==> src/packet_rule_filter_rate_limit_core_macros.svh <==
// Assertion helpers for the packet filter core
`ifndef PACKET_RULE_FILTER_RATE_LIMIT_CORE_MACROS_SVH
`define PACKET_RULE_FILTER_RATE_LIMIT_CORE_MACROS_SVH

// Implication checked on every clock edge outside reset
`define PRF_ASSERT_IMPL(label, ante, cons, msg) \
  label: assert property (@(posedge clk_i) disable iff (!rst_ni) (ante) |-> (cons)) \
    else $error(msg);

// Next-cycle implication checked outside reset
`define PRF_ASSERT_NEXT(label, ante, cons, msg) \
  label: assert property (@(posedge clk_i) disable iff (!rst_ni) (ante) |=> (cons)) \
    else $error(msg);

`endif

==> src/prf_pkg.sv <==
package prf_pkg;

  localparam logic [31:0] WindowReset = 32'd1000000000;

  // Interface code that never matches a rule
  localparam logic [1:0] IfaceUnknown = 2'd3;

  typedef enum logic [0:0] {
    FuncRuleWrite = 1'b0,
    FuncClassify  = 1'b1
  } func_e;

  typedef struct packed {
    logic        func;
    logic [3:0]  rule_index;
    logic [5:0]  flags;
    logic [1:0]  iface;
    logic [7:0]  protocol;
    logic [31:0] src_ip;
    logic [31:0] dst_ip;
    logic [15:0] sport;
    logic [15:0] dport;
    logic [63:0] rule_limits;
    logic [15:0] packet_length;
    logic [63:0] now_ns;
  } req_t;

  typedef struct packed {
    logic       verdict;
    logic       rule_hit;
    logic [3:0] hit_index;
    logic       rate_untracked;
  } rsp_t;

  // Rate table entry payload: counters and window start
  typedef struct packed {
    logic [63:0] pkts;
    logic [63:0] bytes;
    logic [63:0] wstart;
  } rate_cnt_t;

  // Rule lookup outcome handed from the rule unit to the core
  typedef struct packed {
    logic        hit;
    logic [5:0]  index;
    logic        drop;
    logic [63:0] limits;
  } rule_res_t;

endpackage

==> src/prf_rule_table.sv <==
module prf_rule_table import prf_pkg::*; #(
  parameter int unsigned RuleSlots = 16,
  localparam int unsigned IdxW = (RuleSlots > 1) ? $clog2(RuleSlots) : 1
) (
  input  logic      clk_i,
  input  logic      rst_ni,
  input  logic      wr_i,
  input  req_t      req_i,
  output rule_res_t res_o
);

  logic [RuleSlots-1:0] en_q;
  logic [63:0] addr_q  [RuleSlots];
  logic [47:0] match_q [RuleSlots];
  logic [63:0] limit_q [RuleSlots];
  logic [RuleSlots-1:0] hit_vec;
  logic        slot_ok;
  rule_res_t   pick;

  assign slot_ok = ({28'd0, req_i.rule_index} < 32'(RuleSlots));

  // Rule write; enable bits reset so unwritten slots never match
  always_ff @(posedge clk_i or negedge rst_ni) begin
    if (!rst_ni) begin
      en_q <= '0;
    end else if (wr_i && slot_ok) begin
      en_q[IdxW'(req_i.rule_index)] <= req_i.flags[0];
    end
  end

  always_ff @(posedge clk_i) begin
    if (wr_i && slot_ok) begin
      addr_q[IdxW'(req_i.rule_index)]  <= {req_i.src_ip, req_i.dst_ip};
      match_q[IdxW'(req_i.rule_index)] <= {req_i.flags, req_i.iface, req_i.protocol,
                                           req_i.sport, req_i.dport};
      limit_q[IdxW'(req_i.rule_index)] <= req_i.rule_limits;
    end
  end

  // Parallel compare of all slots
  always_comb begin
    for (int i = 0; i < RuleSlots; i++) begin
      hit_vec[i] = en_q[i]
        && (match_q[i][41:40] == req_i.iface)
        && (match_q[i][39:32] == 8'd0 || match_q[i][39:32] == req_i.protocol)
        && (!match_q[i][44] || addr_q[i][63:32] == req_i.src_ip)
        && (!match_q[i][45] || addr_q[i][31:0] == req_i.dst_ip)
        && (!match_q[i][46] || (req_i.flags[0] && match_q[i][31:16] == req_i.sport))
        && (!match_q[i][47] || (req_i.flags[0] && match_q[i][15:0] == req_i.dport));
    end
  end

  // Priority pick of the lowest matching slot; unknown interface skips the rules
  always_comb begin
    pick = '0;
    for (int i = RuleSlots - 1; i >= 0; i--) begin
      if (hit_vec[i] && (req_i.iface != IfaceUnknown)) begin
        pick.hit    = 1'b1;
        pick.index  = 6'(i);
        pick.drop   = match_q[i][43];
        pick.limits = limit_q[i];
      end
    end
  end

  always_ff @(posedge clk_i or negedge rst_ni) begin
    if (!rst_ni) begin
      res_o <= '0;
    end else begin
      res_o <= pick;
    end
  end

endmodule

==> config.mk <==
export PLATFORM = sky130hd
export DESIGN_NAME = prf_rule_table
export DESIGN_NICKNAME = d
export VERILOG_FILES = /design/src/packet_rule_filter_rate_limit_core_macros.svh /design/src/prf_pkg.sv /design/src/prf_rule_table.sv
export SDC_FILE = /design/constraint.sdc
export NUM_CORES = 2
export LEC_CHECK = 0
export ABC_AREA = 1
export BUFFER_PORTS_ARGS = -buffer_cell sky130_fd_sc_hd__buf_4
export CORE_UTILIZATION = 50
export CTS_CLUSTER_SIZE = 8
export DETAILED_ROUTE_END_ITERATION = 8
export PLACE_DENSITY_LB_ADDON = 0.12
export SLEW_MARGIN = 15
export SYNTH_ARGS = -nofsm -noshare
export SYNTH_HDL_FRONTEND = slang
export SYNTH_SLANG_ARGS = --single-unit
==> constraint.sdc <==
create_clock -name clk_i -period 5.9 [get_ports clk_i]
set_input_delay 1.18 -clock clk_i [delete_from_list [all_inputs] [get_ports clk_i]]
set_output_delay 1.18 -clock clk_i [all_outputs]
set_load 0.02 [all_outputs]
==> metrics.txt <==
vias in the first global route 73.88k; cell count after placement between 10k and 15k; CP endpoint kind flop; register-to-register path setup slack around 1.9 ns; r2r worst-path depth 24; post_cts resized 0; gr ovfl total 0; Crit. Startpoint req_i[200]; Hold Slack ~0.23 ns; Final Hold Viols 0; num rows about 180; clk buf depth 4; worst hold path type input port to asynchronous set/reset pin; Final Setup Violations 0; YS warnings 0; data required time of the worst path 6.76 ns; worst setup path endpoint res_o[53]; Worst IR Drop VDD around 0.25 mV; max cap viols 0; CP dominant cell by count nand2_1; total wire length 303.9 mm; PortBufs between 200 and 300; R2R Path Start addr_q[12][23]; CTS Sinks about 2.9k; CTS buffer count 411; Pins Over Slew Limit 0; LEAKAGE 49.48 nW; initial core utilization 0.5034; CTS Root Cell clkbuf_16; Seq/Total Area, Yosys 0.7043; synth unique cells a little over 50; pin count of the biggest net entering global routing roughly 150; run status completed; FILL cells 19.51k; critical path arrival 5.09 ns; Post-Synthesis Cells 9809; crit path launch type input port; clk slew on worst S/H paths ~0.050 ns; register bit total from synthesis ~2.9k; chip height approximately 500 um; 1st-pass router iterations 6; FF/Latch Area around 86000 um^2; Max stage delay cell, worst path nor4_1; H-Tree Depth 5; final worst-path cycle share 0.7172; measured slew at the worst slew-check pin roughly 1.3 ns; initial antenna violation count 17; Die Area roughly 250000 um^2; non-filler cells, final about 14k; Antenna Violating Nets Remaining 0; WL per Instance 22.42 um; Cell Area, Synth roughly 120000 um^2; Final Instance Area ~140000 um^2; Post-CTS Setup Inserts 0; hold-fix buffers at CTS 0; kind of critical path input port to flop; Pwr Density between 300 and 400 nW/um^2; Ports about 340; Post-synth EDFFs about 2.8k; DR vias ~74k; max incr delay on CP 0.55 ns; FMAX about 0.24 GHz; GRT Total Usage 0.2459; footprint of the multi-input gates around 32000 um^2; average vias per placed instance around 5.5; first-pass GRT wire length ~460 mm; area added between synthesis and finish 13.23%; final worst clock skew 0.06815 ns; RSZ-0062 raised after global routing false; DP HPWL between 150 and 200 mm; crit path max fanout 28; Max-slew headroom 0.1635; drt first-iter violations 5823; cell breakdown of the critical path buf_4 -> inv_1 -> or2_2 -> o2111ai_1 -> nor4_1 -> nand4_1 -> nand2_1 -> nand3_1 -> nor2_4 -> inv_2 -> buf_4 -> nor2_1 -> nor2_1 -> nand2_1 -> nand2_1 -> nand2_1 -> nand2_1 -> nand2_1 -> nand2_1; DRC viols 0; crit path time final between 4 and 5 ns; Mapped Avg Cell Area around 12 um^2; worst skew pair latency ~0.98 ns; setup TNS 0 ns; reg-to-reg critical path endpoint res_o[1]; CTS tree done; Routability Congestion 0.8211; CORE AREA about 240000 um^2; dominant synthesized flop cell edfxtp_1; DP Area 127700 um^2; fraction of layout cells with a size suffix above 1 0.1172; share of flip-flops with an asynchronous set or reset 0.02980; die width about 500 um; Final nets roughly 10k
final cells by class:
class	instances	area share
Timing Repair Buffer	461	0.02993
Antenna cell	13	0.0002347
Clock buffer	522	0.07781
Clock inverter	10	0.0008664
Sequential cell	2886	0.6220
Multi-Input combinational cell	6147	0.2316
Tap cell	3202	0.02890
Inverter	312	0.008610
kinds of logic (layout without fill, tap and decap cells):
group,after synthesis,in the layout,share of synthesized area
flops,2886,2886,0.7043
xor+xnor,1103,1103,0.07890
other cells,1,15,0.00003063
buf+inv,777,1305,0.03566
compound gates,601,601,0.02939
simple gates,4441,4441,0.1517
synthesized netlist by cell type (3+ instances only):
master / count / area (um^2)
a221oi_1: 3 / 26.28
buf_1: 4 / 15.01
a21oi_2: 3 / 26.28
nand3b_1: 4 / 30.03
nand2_2: 4 / 25.02
o211ai_1: 7 / 52.55
a211o_1: 7 / 61.31
edfxtp_1: 2800 / 84080
o22ai_1: 20 / 125.1
o2111ai_1: 97 / 849.6
inv_1: 231 / 867.1
buf_4: 90 / 675.7
buf_2: 227 / 1136
nand2_1: 2515 / 9440
nand3_1: 342 / 1712
a211oi_1: 15 / 112.6
xnor2_1: 855 / 7488
nor2_2: 8 / 50.05
nor4_1: 118 / 738.2
a22o_1: 7 / 61.31
nor3_1: 62 / 310.3
buf_6: 110 / 1239
o21a_1: 3 / 22.52
o221ai_1: 7 / 61.31
o21ai_0: 118 / 590.6
nor2_1: 982 / 3686
or2_2: 194 / 1214
or2_1: 7 / 43.79
a21oi_1: 285 / 1426
o21ai_1: 21 / 105.1
nand4_1: 194 / 1214
dfrtp_1: 86 / 2152
xor2_1: 248 / 2172
clkbuf_1: 34 / 127.6
inv_2: 79 / 296.5
registers in the layout, summed over array words and instances, names as in the netlist:
| name | count |
|---|---|
| addr_q | 1024 |
| limit_q | 1024 |
| match_q | 752 |
| res_o | 70 |
| en_q | 16 |
critical path: cells and delay by family:
| family | cells | cell delay [ns] |
|---|---|---|
| AND/OR/NAND/NOR | 14 | 2.68 |
| buffers and inverters | 4 | 1.06 |
| AO/OA/AOI/OAI | 1 | 0.12 |
how the worst min path moves through the flow:
| stage | startpoint | end | slack, ns | cells after the start |
|---|---|---|---|---|
| after floorplan | limit_q[0][0] | res_o[0] | 0.43 | 2 |
| after global placement | limit_q[0][44] | res_o[44] | 0.43 | 2 |
| after detailed placement | limit_q[0][13] | res_o[13] | 0.43 | 2 |
| after CTS | rst_ni | res_o[65] | 0.18 | 1 |
| after global routing | rst_ni | res_o[49] | 0.22 | 1 |
| final | rst_ni | res_o[49] | 0.23 | 1 |
routing by layer:
layer / track usage / wire length (um)
met1: 0.3373 / 132000
met2: 0.4085 / 145600
met3: 0.03639 / 18410
met4: 0.06888 / 7874
met5: 0 / 0
cell usage in the layout, fill, tap and decap left out, types with 97 or more instances in the layout:
cell type,instances
nor4_1,118
xor2_1,248
nor2_1,969
nand3_1,342
nand2_1,2512
nand4_1,194
inv_1,226
or2_2,194
o2111ai_1,97
clkbuf_16,415
buf_4,406
edfxtp_1,2800
o21ai_0,118
a21oi_1,285
xnor2_1,855
clkbuf_1,107
report_power, final:
part           internal, mW  switching, mW
clock                  12.5           8.02
combinational         0.631           1.30
sequential             23.0          0.139
total                  36.1           9.46
through the flow:
step | util | setup WS (ns) | power (mW)
6_report | 0.5700 | 1.669 | 45.56
5_1_grt | 0.5699 | 1.373 | 46.96
4_1_cts | 0.5698 | 1.729 | 45.99
3_5_place_dp | 0.5250 | 0.7088 | 25.45
3_3_place_gp | 0.5250 | 0.7232 | 25.38
2_1_floorplan | - | -0.6874 | 24.66
Note: power is estimated with default switching activity, not from simulation.
